### src/msct_pkg.sv
// ----------------------------------------------------------------------------
// msct_pkg
// Shared types and constants for the soft timer bank.
// ----------------------------------------------------------------------------
`default_nettype none

package msct_pkg;

    localparam int CNT_W     = 14;
    localparam int OP_W      = 3;
    localparam int CH_W      = 4;
    localparam int THR_W     = 16;
    localparam int CH_CMP_W  = 7;

    localparam logic [CNT_W-1:0] TICK_LIMIT = 14'd9000;

    localparam logic [OP_W-1:0] OP_TICK       = 3'd0;
    localparam logic [OP_W-1:0] OP_START      = 3'd1;
    localparam logic [OP_W-1:0] OP_STOP       = 3'd2;
    localparam logic [OP_W-1:0] OP_STOP_ALL   = 3'd3;
    localparam logic [OP_W-1:0] OP_CHECK_LOOP = 3'd4;
    localparam logic [OP_W-1:0] OP_CHECK_ONCE = 3'd5;

    typedef struct packed {
        logic             run;
        logic [CNT_W-1:0] count;
    } t_chan;

    typedef struct packed {
        logic [OP_W-1:0]  op;
        logic [CH_W-1:0]  channel;
        logic [THR_W-1:0] threshold;
    } t_cmd;

endpackage

`default_nettype wire

### src/msct_cell.sv
// ----------------------------------------------------------------------------
// msct_cell
// One channel slot of the rotating ring: run flag and tick count.
// ----------------------------------------------------------------------------
`default_nettype none

module msct_cell
    import msct_pkg::*;
(
    input  wire logic  i_clk,
    input  wire logic  i_rst_n,
    input  wire logic  i_shift,
    input  wire t_chan i_chan,
    output t_chan      o_chan
);

    t_chan r_chan;

    always_ff @(posedge i_clk) begin
        if (!i_rst_n) begin
            r_chan <= '0;
        end else if (i_shift) begin
            r_chan <= i_chan;
        end
    end

    assign o_chan = r_chan;

endmodule

`default_nettype wire

### src/msct_head.sv
// ----------------------------------------------------------------------------
// msct_head
// Update stage at the ring head: applies the current op to the slot passing.
// ----------------------------------------------------------------------------
`default_nettype none

module msct_head
    import msct_pkg::*;
(
    input  wire t_cmd                 i_cmd,
    input  wire logic [CH_CMP_W-1:0]  i_pos,
    input  wire t_chan                i_chan,
    output t_chan                     o_chan,
    output logic                      o_hit
);

    logic w_sel;
    logic w_reach;

    assign w_sel   = (i_pos == CH_CMP_W'(i_cmd.channel));
    assign w_reach = ({{(THR_W-CNT_W){1'b0}}, i_chan.count} >= i_cmd.threshold);

    always_comb begin
        o_chan = i_chan;
        o_hit  = 1'b0;
        case (i_cmd.op)
            OP_TICK: begin
                if (i_chan.run && (i_chan.count < TICK_LIMIT)) begin
                    o_chan.count = i_chan.count + CNT_W'(1);
                end
            end
            OP_START: begin
                if (w_sel) begin
                    o_chan.count = '0;
                    o_chan.run   = 1'b1;
                end
            end
            OP_STOP: begin
                if (w_sel) begin
                    o_chan.run = 1'b0;
                end
            end
            OP_STOP_ALL: begin
                o_chan.run = 1'b0;
            end
            OP_CHECK_LOOP: begin
                if (w_sel && i_chan.run && w_reach) begin
                    o_hit        = 1'b1;
                    o_chan.count = '0;
                end
            end
            OP_CHECK_ONCE: begin
                if (w_sel && i_chan.run && w_reach) begin
                    o_hit      = 1'b1;
                    o_chan.run = 1'b0;
                end
            end
            default: begin
                o_chan = i_chan;
            end
        endcase
    end

endmodule

`default_nettype wire

### src/multi_channel_soft_timer_bank.sv
// ----------------------------------------------------------------------------
// multi_channel_soft_timer_bank
// Bank of tick counters held in a ring of channel cells that rotates once
// per op past a single update stage.
//
//   channel  dir  handshake          words
//   in       in   i_valid / o_stall  i_op, i_channel, i_threshold
//   out      out  o_valid / i_stall  o_expired
//
// An op is accepted, then the ring makes one full turn through the head
// update stage, one channel per cycle except that the last step can wait on
// i_stall; a new op is not accepted until the turn ends.
// The result is loaded into an output register on the last turn step; that
// step waits while the previous result is still held by i_stall.
// A new op is taken at the edge after the turn ends, even while a result waits.
// Synchronous reset clears every channel.
// ----------------------------------------------------------------------------
`default_nettype none

module multi_channel_soft_timer_bank
    import msct_pkg::*;
#(
    parameter int CHANNELS = 16
) (
    input  wire logic             i_clk,
    input  wire logic             i_rst_n,
    input  wire logic             i_valid,
    output logic                  o_stall,
    input  wire logic [OP_W-1:0]  i_op,
    input  wire logic [CH_W-1:0]  i_channel,
    input  wire logic [THR_W-1:0] i_threshold,
    output logic                  o_valid,
    input  wire logic             i_stall,
    output logic                  o_expired
);

    localparam int PW = (CHANNELS > 1) ? $clog2(CHANNELS) : 1;
    localparam logic [PW-1:0] POS_LAST = PW'(CHANNELS - 1);

    logic          r_busy;
    logic [PW-1:0] r_pos;
    t_cmd          r_cmd;
    logic          r_hit;
    logic          r_out_valid;
    logic          r_expired;

    logic  w_in_acc;
    logic  w_out_acc;
    logic  w_last;
    logic  w_slot_free;
    logic  w_adv;
    logic  w_hit;
    t_chan w_head_out;
    t_chan w_cell_q [CHANNELS];

    assign w_in_acc    = i_valid && !r_busy;
    assign w_out_acc   = r_out_valid && !i_stall;
    assign w_last      = (r_pos == POS_LAST);
    assign w_slot_free = !r_out_valid || !i_stall;
    assign w_adv       = r_busy && (!w_last || w_slot_free);

    for (genvar k = 0; k < CHANNELS; k++) begin : g_ring
        t_chan w_feed;
        if (k == CHANNELS - 1) begin : g_tail
            assign w_feed = w_head_out;
        end else begin : g_mid
            assign w_feed = w_cell_q[k+1];
        end
        msct_cell u_cell (
            .i_clk   (i_clk),
            .i_rst_n (i_rst_n),
            .i_shift (w_adv),
            .i_chan  (w_feed),
            .o_chan  (w_cell_q[k])
        );
    end

    msct_head u_head (
        .i_cmd  (r_cmd),
        .i_pos  (CH_CMP_W'(r_pos)),
        .i_chan (w_cell_q[0]),
        .o_chan (w_head_out),
        .o_hit  (w_hit)
    );

    always_ff @(posedge i_clk) begin
        if (!i_rst_n) begin
            r_busy      <= 1'b0;
            r_pos       <= '0;
            r_hit       <= 1'b0;
            r_out_valid <= 1'b0;
        end else begin
            if (w_in_acc) begin
                r_busy <= 1'b1;
                r_pos  <= '0;
                r_hit  <= 1'b0;
            end else if (w_adv) begin
                r_hit <= r_hit | w_hit;
                if (w_last) begin
                    r_busy <= 1'b0;
                    r_pos  <= '0;
                end else begin
                    r_pos <= r_pos + PW'(1);
                end
            end
            if (w_adv && w_last) begin
                r_out_valid <= 1'b1;
            end else if (w_out_acc) begin
                r_out_valid <= 1'b0;
            end
        end
    end

    always_ff @(posedge i_clk) begin
        if (w_in_acc) begin
            r_cmd.op        <= i_op;
            r_cmd.channel   <= i_channel;
            r_cmd.threshold <= i_threshold;
        end
        if (w_adv && w_last) begin
            r_expired <= r_hit | w_hit;
        end
    end

    assign o_stall   = r_busy;
    assign o_valid   = r_out_valid;
    assign o_expired = r_expired;

    a_idle_pos: assert property (@(posedge i_clk) disable iff (!i_rst_n)
        !r_busy |-> (r_pos == '0))
        else $error("ring position not parked while idle");

    a_start_turn: assert property (@(posedge i_clk) disable iff (!i_rst_n)
        w_in_acc |=> (r_busy && (r_pos == '0)))
        else $error("accepted op did not start a ring turn");

    a_result_load: assert property (@(posedge i_clk) disable iff (!i_rst_n)
        (w_adv && w_last) |=> (o_valid && !r_busy))
        else $error("end of turn did not load a result");

    a_no_overrun: assert property (@(posedge i_clk) disable iff (!i_rst_n)
        (r_busy && w_last && r_out_valid && i_stall) |-> !w_adv)
        else $error("result slot overwritten while held");

endmodule

`default_nettype wire

### config.mk
export PLATFORM = sky130hd
export DESIGN_NAME = multi_channel_soft_timer_bank
export DESIGN_NICKNAME = d
export VERILOG_FILES = /design/src/msct_pkg.sv /design/src/msct_cell.sv /design/src/msct_head.sv /design/src/multi_channel_soft_timer_bank.sv
export SDC_FILE = /design/constraint.sdc
export NUM_CORES = 1
export LEC_CHECK = 0
export ABC_AREA = 0
export BUFFER_PORTS_ARGS = -buffer_cell sky130_fd_sc_hd__buf_2
export CORE_UTILIZATION = 45
export CTS_BUF_LIST = sky130_fd_sc_hd__clkbuf_16
export CTS_CLUSTER_DIAMETER = 50
export CTS_CLUSTER_SIZE = 8
export DETAILED_ROUTE_END_ITERATION = 12
export HOLD_SLACK_MARGIN = 0.1
export PLACE_DENSITY_LB_ADDON = 0.1
export SLEW_MARGIN = 25
export SYNTH_ARGS = -nofsm -noshare
export SYNTH_HDL_FRONTEND = slang
export SYNTH_SLANG_ARGS = --single-unit
### constraint.sdc
create_clock -name i_clk -period 3.97 [get_ports i_clk]
set_clock_uncertainty 0.15 [all_clocks]
set_input_delay 0.1985 -clock i_clk [delete_from_list [all_inputs] [get_ports i_clk]]
set_output_delay 0.1985 -clock i_clk [all_outputs]
set_load 0.01 [all_outputs]
==> results.json, run 1 <==
{
  "routed_via_density": 5.02,
  "final_nets": 1295,
  "min_to": "r_cmd[19]$_DFFE_PP_",
  "synth-edff-count": 24,
  "synth_common_cells": "nand2_1 (469), dfxtp_1 (247), a21boi_0 (226)",
  "timing.critical_path.from_type": "flip-flop",
  "max_stage_delay_ps": 560,
  "yosys.area_share.adder": 0.0187,
  "hold_viol": 0,
  "fin_crit_ps": 2890,
  "rr_worst_depth": 7,
  "netlist.area_leader.share": 0.463,
  "crit_buf_inv": 2,
  "drt_pass1_iterations": 4,
  "diodes": 0,
  "finalCritPeriodShare": 0.727,
  "synth_compound_area_frac": 0.210,
  "holdCritStartpoint": "i_channel[3]",
  "drv_cap": 0,
  "ys_ff_latch": 271,
  "remaining_drc_errors": 0,
  "leakage_nw": 4.20,
  "grt-ovfl-total": 0,
  "rows": 56,
  "min-delay-path-class": "primary input to flip-flop",
  "cts_tree": "built",
  "pin_count": 30,
  "antenna_found_initial": 0,
  "crit_type": "flip-flop to flip-flop",
  "async_reset_ff_frac": 0,
  "outcome": "completed",
  "path_cells": "ha_1, nand3_1, o21ai_4, buf_12, o21ai_0, and2_1, dlygate4sd3_1",
  "drv_slew": 0,
  "synth_area_um2": 10700,
  "holdPathStages": 2,
  "die_h_um": 156,
  "worstReg2RegStart": "r_pos[0]$_SDFFE_PP0P_",
  "fin_ws_ps": 1080,
  "fin_cells": 1581,
  "synth_cell_types": 50,
  "critPathSlowestCell": "dlygate4sd3_1",
  "routedWlPerCell_um": 13.0,
  "crit_path_start": "r_pos[0]$_SDFFE_PP0P_",
  "ant_nets": 0,
  "core_area_um2": 23400,
  "grt_max_degree": 168,
  "cts.path.max_buffers": 3,
  "root_buffer": "clkbuf_16",
  "htreeDepth": 2,
  "initial_utilization": 0.457,
  "cp-end-kind": "flip-flop",
  "dpl.hpwl_mm": 11.4,
  "ys_top_cells_by_area": "dfxtp_1 (46%), nand2_1 (16%), a21boi_0 (16%)",
  "ys.flop_type": "dfxtp_1",
  "first_global_vias": 7483,
  "postRouteWirelength_mm": 20.6,
  "required_ps": 4210,
  "ys_seq_area_frac": 0.530,
  "numCtsBuffers": 40,
  "synth_top_family_by_area": "compound AO/OA/AOI/OAI gates",
  "drive_above_1_share": 0.0745,
  "r2r-end": "o_valid$_SDFFE_PN0P_",
  "cts_repair_resize_count": 0,
  "yosys_warnings": 0,
  "grt_util_all_layers": 0.175,
  "die_x_um": 156,
  "drt-initial-drc-count": 433,
  "ff2ff_setup_slack_ps": 1080,
  "tightest_slew_ps": 879,
  "syn_avg_cell_area_um2": 8.69,
  "synth.most_common_cell": "nand2_1",
  "ir_drop_mv": 0.294,
  "tns_ps": 0,
  "grt_pass1_wl_mm": 35.8,
  "muxShareOfSynthArea": 0,
  "yosys.area_share.simple": 0.196,
  "num_vias": 7944,
  "worstPathArrival_ps": 3130,
  "synthXorXnorAreaFrac": 0.00574,
  "cts_hold_buf": 28,
  "gp_congestion": 0.840,
  "area_growth_pct": 16.1,
  "clk_pin_slew_ps": 50,
  "clkSinkCount": 271,
  "place_ws_ps": 1400,
  "dieArea_um2": 24400,
  "power_density_nw_per_um2": 489,
  "syn-num-nets": 1272,
  "syn_inst": 1229,
  "worstPathMaxFanout": 61,
  "dp.cells": 1501,
  "worstSkewPairLatency_ps": 510,
  "rsz0062_at_grt": "no",
  "slew_headroom": 0.413,
  "fmax_ghz": 0.346,
  "critical-path-top-delay-family": "buffers and inverters",
  "numPortBuffers": 29,
  "cts_setup_buffers": 0,
  "yosys.area.top_type": "dfxtp_1",
  "setup_viol": 0
}
[power breakdown]
group	internal, mW	switching [mW]
Clock	1.82	1.12
Sequential	2.80	0.0192
Combinational	0.106	0.208
[sequential cells by signal, indices dropped and copies added (netlist names)]
register and cells:
o_valid 1, o_stall 1, r_pos 4, o_expired 1
r_hit 1, g_ring.u_cell.o_chan 240, r_cmd 23
[through the flow]
step                      total power, mW  hold WS [ps]  cell area [um^2]   util
after floorplan                      3.08           147             10700      -
after global placement               3.17           225             11000  0.472
after detailed placement             3.17           227             11000  0.472
after CTS                            6.18           215             12400  0.530
after global routing                 6.32           239             12400  0.530
final                                6.07           247             12400  0.530
[metal layers]
| layer | GRT usage | share of wire | vias to the layer above |
|---|---|---|---|
| li1 | - | - | 4118 |
| met1 | 0.238 | 0.50 | 3688 |
| met2 | 0.276 | 0.44 | 87 |
| met3 | 0.0294 | 0.029 | 51 |
| met4 | 0.0705 | 0.025 | 0 |
| met5 | 0 | 0 | - |
[cell type report]
class	count	area, um^2
clock buffer	41	1030
clock inverter	11	55.1
fill	2283	11000
inverter	17	63.8
multi-input combinational	855	4620
sequential	271	5670
tap	319	399
timing repair buffer	67	582
[layout by cell type (no fill, tap or decap), types with 4 or more instances in the layout]
cell,n
nand2_1,469
dfxtp_1,247
a21boi_0,226
clkbuf_16,41
dlygate4sd3_1,28
buf_2,28
inv_1,25
edfxtp_1,24
o21ai_0,21
a21oi_1,16
ha_1,16
nor2_1,12
nor3_1,11
nand3_1,7
xor2_1,7
a31oi_1,7
nand4_1,6
buf_12,6
o31ai_1,5
a41oi_1,4
buf_4,4
[worst max path at each step]
stage                                                    end  slack [ps]  depth (start not counted)
CTS                                     o_valid$_SDFFE_PN0P_        1120                          7
global placement    g_ring[0].u_cell.o_chan[11]$_SDFFE_PN0P_        1410                          6
floorplan           g_ring[15].u_cell.o_chan[8]$_SDFFE_PN0P_        1610                          9
global route                            o_stall$_SDFFE_PN0P_         910                          7
detailed placement  g_ring[0].u_cell.o_chan[11]$_SDFFE_PN0P_        1400                          6
finish                                  o_valid$_SDFFE_PN0P_        1080                          7
[kinds of logic after synthesis]
logic type	Yosys count
DFF	271
adders and majority gates	16
and+or+nand+nor	527
buffers and inverters	103
xor gates and xnor gates	7
AOI/OAI and AO/OA	305
No activity file was read; power rests on OpenSTA's default activity.
==> run 2: changes to the inputs <==
- clock period: 3.97 -> 2.49 ns (I/O delays scaled with it)
==> run 2 against run 1 <==
  * Clock power is 59% higher
  * Worst hold slack worse by 78 ps
  * Core utilization is 1.2 points higher
  * Sequential share of layout area is 0.98 points lower
  * Combinational power is 74% higher
  * First-iteration DRC count is 2.3% higher
  * Register-to-register slack worse by 940 ps
  * Via count is 0.10% lower
  * Largest cell class unchanged
  * Maximum frequency is 23% higher
==> results.json, run 2 (same netlist as run 1, synthesis figures left out) <==
{
  "rows": 56,
  "min-delay-path-class": "primary input to flip-flop",
  "remaining_drc_errors": 0,
  "grt_pass1_wl_mm": 36.6,
  "cts.path.max_buffers": 3,
  "holdPathStages": 2,
  "fin_crit_ps": 2350,
  "slew_headroom": 0.572,
  "drv_slew": 0,
  "rsz0062_at_grt": "no",
  "worstReg2RegStart": "g_ring[0].u_cell.o_chan[0]$_SDFFE_PN0P_",
  "tns_ps": 0,
  "dieArea_um2": 24400,
  "clkSinkCount": 271,
  "worstSkewPairLatency_ps": 510,
  "hold_viol": 0,
  "ant_nets": 0,
  "cts_tree": "built",
  "layout_commonest_cell": "nand2_1",
  "numCtsBuffers": 40,
  "die_x_um": 156,
  "cts_setup_buffers": 0,
  "r2r-end": "g_ring[15].u_cell.o_chan[13]$_SDFFE_PN0P_",
  "mostFrequentLayoutCells": "nand2_1 (469), dfxtp_1 (247), a21boi_0 (226)",
  "postRouteWirelength_mm": 21.3,
  "ff2ff_setup_slack_ps": 140,
  "routedWlPerCell_um": 13.2,
  "fmax_ghz": 0.426,
  "pin_count": 30,
  "drive_above_1_share": 0.0971,
  "setup_viol": 0,
  "clk_pin_slew_ps": 50,
  "die_h_um": 156,
  "final_nets": 1321,
  "numPortBuffers": 29,
  "crit_type": "flip-flop to flip-flop",
  "drt_pass1_iterations": 5,
  "tightest_slew_ps": 640,
  "power_density_nw_per_um2": 766,
  "antenna_found_initial": 0,
  "root_buffer": "clkbuf_16",
  "num_vias": 7936,
  "fin_util": 0.542,
  "holdCritStartpoint": "i_threshold[4]",
  "area_growth_pct": 18.7,
  "diodes": 0,
  "grt_max_degree": 98,
  "htreeDepth": 2,
  "rr_worst_depth": 8,
  "core_area_um2": 23400,
  "worstPathMaxFanout": 5,
  "cp-end-kind": "flip-flop",
  "ir_drop_mv": 0.512,
  "initial_utilization": 0.457,
  "dpl.hpwl_mm": 12.3,
  "leakage_nw": 4.35,
  "grt_util_all_layers": 0.180,
  "required_ps": 2760,
  "worstPathArrival_ps": 2610,
  "drt-initial-drc-count": 443,
  "outcome": "completed",
  "finalCritPeriodShare": 0.943,
  "first_global_vias": 7589,
  "drv_cap": 0,
  "min_to": "r_cmd[4]$_DFFE_PP_",
  "gp_congestion": 0.844,
  "grt-ovfl-total": 0,
  "routed_via_density": 4.94,
  "timing.critical_path.from_type": "flip-flop",
  "largest_reg_flops": 240
}
run 2: through the flow:
step | hold slack (ps) | cell area, um^2 | worst slack [ps] | instances | power, mW
2_1_floorplan | 73.4 | 10700 | 135 | 1229 | 4.91
3_3_place_gp | 151 | 11300 | 116 | 1528 | 5.10
3_5_place_dp | 153 | 11300 | 70.4 | 1528 | 5.10
4_1_cts | 149 | 12700 | 37.8 | 1605 | 9.86
5_1_grt | 166 | 12700 | 15.8 | 1606 | 10.1
6_report | 169 | 12700 | 142 | 1606 | 9.72
run 2: layout make-up:
cell class	count	area, um^2
multi-input cells	856	4640
clock inverters	10	50.0
inverters	17	63.8
repair buffers	92	840
flip-flops and latches	271	5670
fillers	2245	10700
well taps	319	399
clock buffers	41	1030
run 2: how the worst max path moves through the flow:
stage / start / end / slack [ps]
2_1_floorplan: r_cmd[13]$_DFFE_PP_ / g_ring[15].u_cell.o_chan[8]$_SDFFE_PN0P_ / 130
3_3_place_gp: r_cmd[13]$_DFFE_PP_ / g_ring[15].u_cell.o_chan[7]$_SDFFE_PN0P_ / 120
3_5_place_dp: r_cmd[13]$_DFFE_PP_ / g_ring[15].u_cell.o_chan[8]$_SDFFE_PN0P_ / 70
4_1_cts: r_cmd[13]$_DFFE_PP_ / g_ring[15].u_cell.o_chan[8]$_SDFFE_PN0P_ / 40
5_1_grt: r_pos[0]$_SDFFE_PP0P_ / g_ring[3].u_cell.o_chan[8]$_SDFFE_PN0P_ / 20
6_report: g_ring[0].u_cell.o_chan[0]$_SDFFE_PN0P_ / g_ring[15].u_cell.o_chan[13]$_SDFFE_PN0P_ / 140
run 2: metal layers:
layer	routed length, um	up-vias	global-route usage	share of wire
li1	-	4171	-	-
met1	10700	3647	0.250	0.50
met2	9490	87	0.284	0.45
met3	720	31	0.0319	0.034
met4	371	0	0.0570	0.017
met5	0	-	0	0
run 2: where the power goes:
| part | leakage, nW | switching (mW) | total (mW) | internal, mW |
|---|---|---|---|---|
| registers | 2.22 | 0.0305 | 4.50 | 4.47 |
| logic | 1.58 | 0.339 | 0.547 | 0.207 |
| clock network | 0.550 | 1.78 | 4.67 | 2.90 |
| total | 4.35 | 2.15 | 9.72 | 7.57 |
run 2: critical path, cell delays in order, from the launching register on:
cell and delay, ps:
dfxtp_1 350, inv_1 70, ha_1 260, nand2b_1 150, a2111oi_0 420, or4_4 230, and4_4 300, nor3_1 70
o31ai_1 260
run 2: what timing repair did:
| action | in CTS | in global routing |
|---|---|---|
| endpoints found under the setup margin | 0 | 12 |
| gates resized for setup | 0 | 2 |
| hold buffers | 26 | 0 |
| hold endpoints to repair | 104 | 0 |
==> run 3: changes to the inputs <==
- CORE_ASPECT_RATIO: default -> 1.1
- SETUP_SLACK_MARGIN: default -> 0.5
==> run 3 against run 2 <==
  * Worst hold slack gained 8.7 ps
  * Final area rose by 3.8%
  * Clock power barely moved
  * Largest cell class unchanged
==> results.json, run 3 (same netlist as run 1, synthesis figures left out) <==
{
  "diodes": 0,
  "antenna_found_initial": 0,
  "dieArea_um2": 24400,
  "grt_max_degree": 89,
  "holdWs_ps": 178,
  "setup_viol": 0,
  "gp_congestion": 0.798,
  "timing.critical_path.from_type": "flip-flop",
  "tns_ps": 0,
  "outcome": "completed",
  "initial_utilization": 0.463,
  "nFillCells": 2126,
  "first_global_vias": 7645,
  "die_h_um": 164,
  "routedWlPerCell_um": 13.6,
  "final_nets": 1336,
  "ir_drop_mv": 0.547,
  "rr_worst_depth": 8,
  "power_density_nw_per_um2": 747,
  "holdPathStages": 2,
  "grt-ovfl-total": 0,
  "dpl.hpwl_mm": 11.8,
  "tightest_slew_ps": 478,
  "grt_pass1_wl_mm": 36.4,
  "postRouteWirelength_mm": 21.9,
  "core_area_um2": 23100,
  "hold_viol": 0,
  "routed_via_density": 5.06,
  "drv_cap": 0,
  "worstReg2RegStart": "r_cmd[11]$_DFFE_PP_",
  "crit_path_start": "r_cmd[11]$_DFFE_PP_",
  "worstPathMaxFanout": 5,
  "remaining_drc_errors": 0,
  "required_ps": 2710,
  "holdCritStartpoint": "i_channel[2]",
  "root_buffer": "clkbuf_16",
  "finalCritPeriodShare": 0.909,
  "cts_tree": "built",
  "mostFrequentLayoutCells": "nand2_1 (469), dfxtp_1 (240), a21boi_0 (220)",
  "clk_pin_slew_ps": 50,
  "die_x_um": 149,
  "cts.path.max_buffers": 3,
  "slew_headroom": 0.682,
  "drt_pass1_iterations": 4,
  "area_growth_pct": 23.2,
  "largest_reg_flops": 240,
  "rows": 58,
  "crit_type": "flip-flop to flip-flop",
  "fmax_ghz": 0.442,
  "worstSkewPairLatency_ps": 510,
  "clkSinkCount": 271,
  "multiInputGateArea_um2": 4860,
  "numCtsBuffers": 40,
  "pin_count": 30,
  "numPortBuffers": 29,
  "ff2ff_setup_slack_ps": 230,
  "ant_nets": 0,
  "seq_area_um2": 5680,
  "htreeDepth": 2,
  "drv_slew": 0,
  "drive_above_1_share": 0.132,
  "rsz0062_at_grt": "yes",
  "cp-end-kind": "flip-flop",
  "layout_commonest_cell": "nand2_1",
  "leakage_nw": 4.52,
  "grt_util_all_layers": 0.180,
  "worstPathArrival_ps": 2490,
  "fin_crit_ps": 2260,
  "drt-initial-drc-count": 408,
  "endpoint": "g_ring[15].u_cell.o_chan[0]$_SDFFE_PN0P_",
  "num_vias": 8109,
  "r2r-end": "g_ring[15].u_cell.o_chan[0]$_SDFFE_PN0P_",
  "min-delay-path-class": "primary input to flip-flop"
}
==> run 3: stage by stage <==
stage | cells | total power, mW | worst slack, ps | area, um^2 | utilization
3_3_place_gp | 1503 | 5.09 | 188 | 11300 | 0.488
4_1_cts | 1589 | 9.92 | 253 | 12800 | 0.554
3_5_place_dp | 1503 | 5.09 | 113 | 11300 | 0.488
2_1_floorplan | 1229 | 4.93 | 329 | 10800 | -
6_report | 1603 | 9.83 | 226 | 13200 | 0.570
5_1_grt | 1603 | 10.2 | 144 | 13200 | 0.570
==> run 3: layout make-up <==
cell class,instances,area share
clock buffer,41,0.0780
clock inverter,11,0.00437
inverter,17,0.00485
multi-input combinational,856,0.369
sequential,271,0.432
tap,300,0.0285
timing repair buffer,107,0.0834
==> run 3: metal layers <==
layer / up-vias / wire [um] / track usage
li1: 4211 / - / -
met2: 94 / 10100 / 0.292
met1: 3759 / 10500 / 0.236
met5: - / 0 / 0
met3: 45 / 756 / 0.0349
met4: 0 / 555 / 0.0677
==> run 3: worst min path at each step <==
| stage | end | slack [ps] |
|---|---|---|
| finish | r_cmd[18]$_DFFE_PP_ | 180 |
| global route | r_cmd[18]$_DFFE_PP_ | 170 |
| CTS | r_cmd[19]$_DFFE_PP_ | 150 |
| detailed placement | r_cmd[20]$_DFFE_PP_ | 150 |
| global placement | r_cmd[18]$_DFFE_PP_ | 150 |
| floorplan | r_cmd[0]$_DFFE_PP_ | 70 |
==> run 3: worst max-delay path: stages (launching register included) <==
cell and delay [ps]:
edfxtp_1 340, inv_2 50, ha_4 250, and4_1 180, nand4_1 130, or4_4 470
and4_4 230, a211oi_4 200, a311oi_2 130
==> run 3: where the power goes <==
part           switching [mW]  internal, mW
Combinational           0.375         0.275
Sequential             0.0312          4.46
Clock                    1.78          2.90
Total                    2.19          7.64
==> run 3: what timing repair did <==
item | 4_1_cts | 5_1_grt
setup buffers | 5 | 11
pin swaps | 11 | 14
hold buffers | 26 | 0
endpoints found under the setup margin | 226 | 188
hold endpoints to repair | 125 | 0
cloned | 3 | 3
resized for setup | 17 | 42
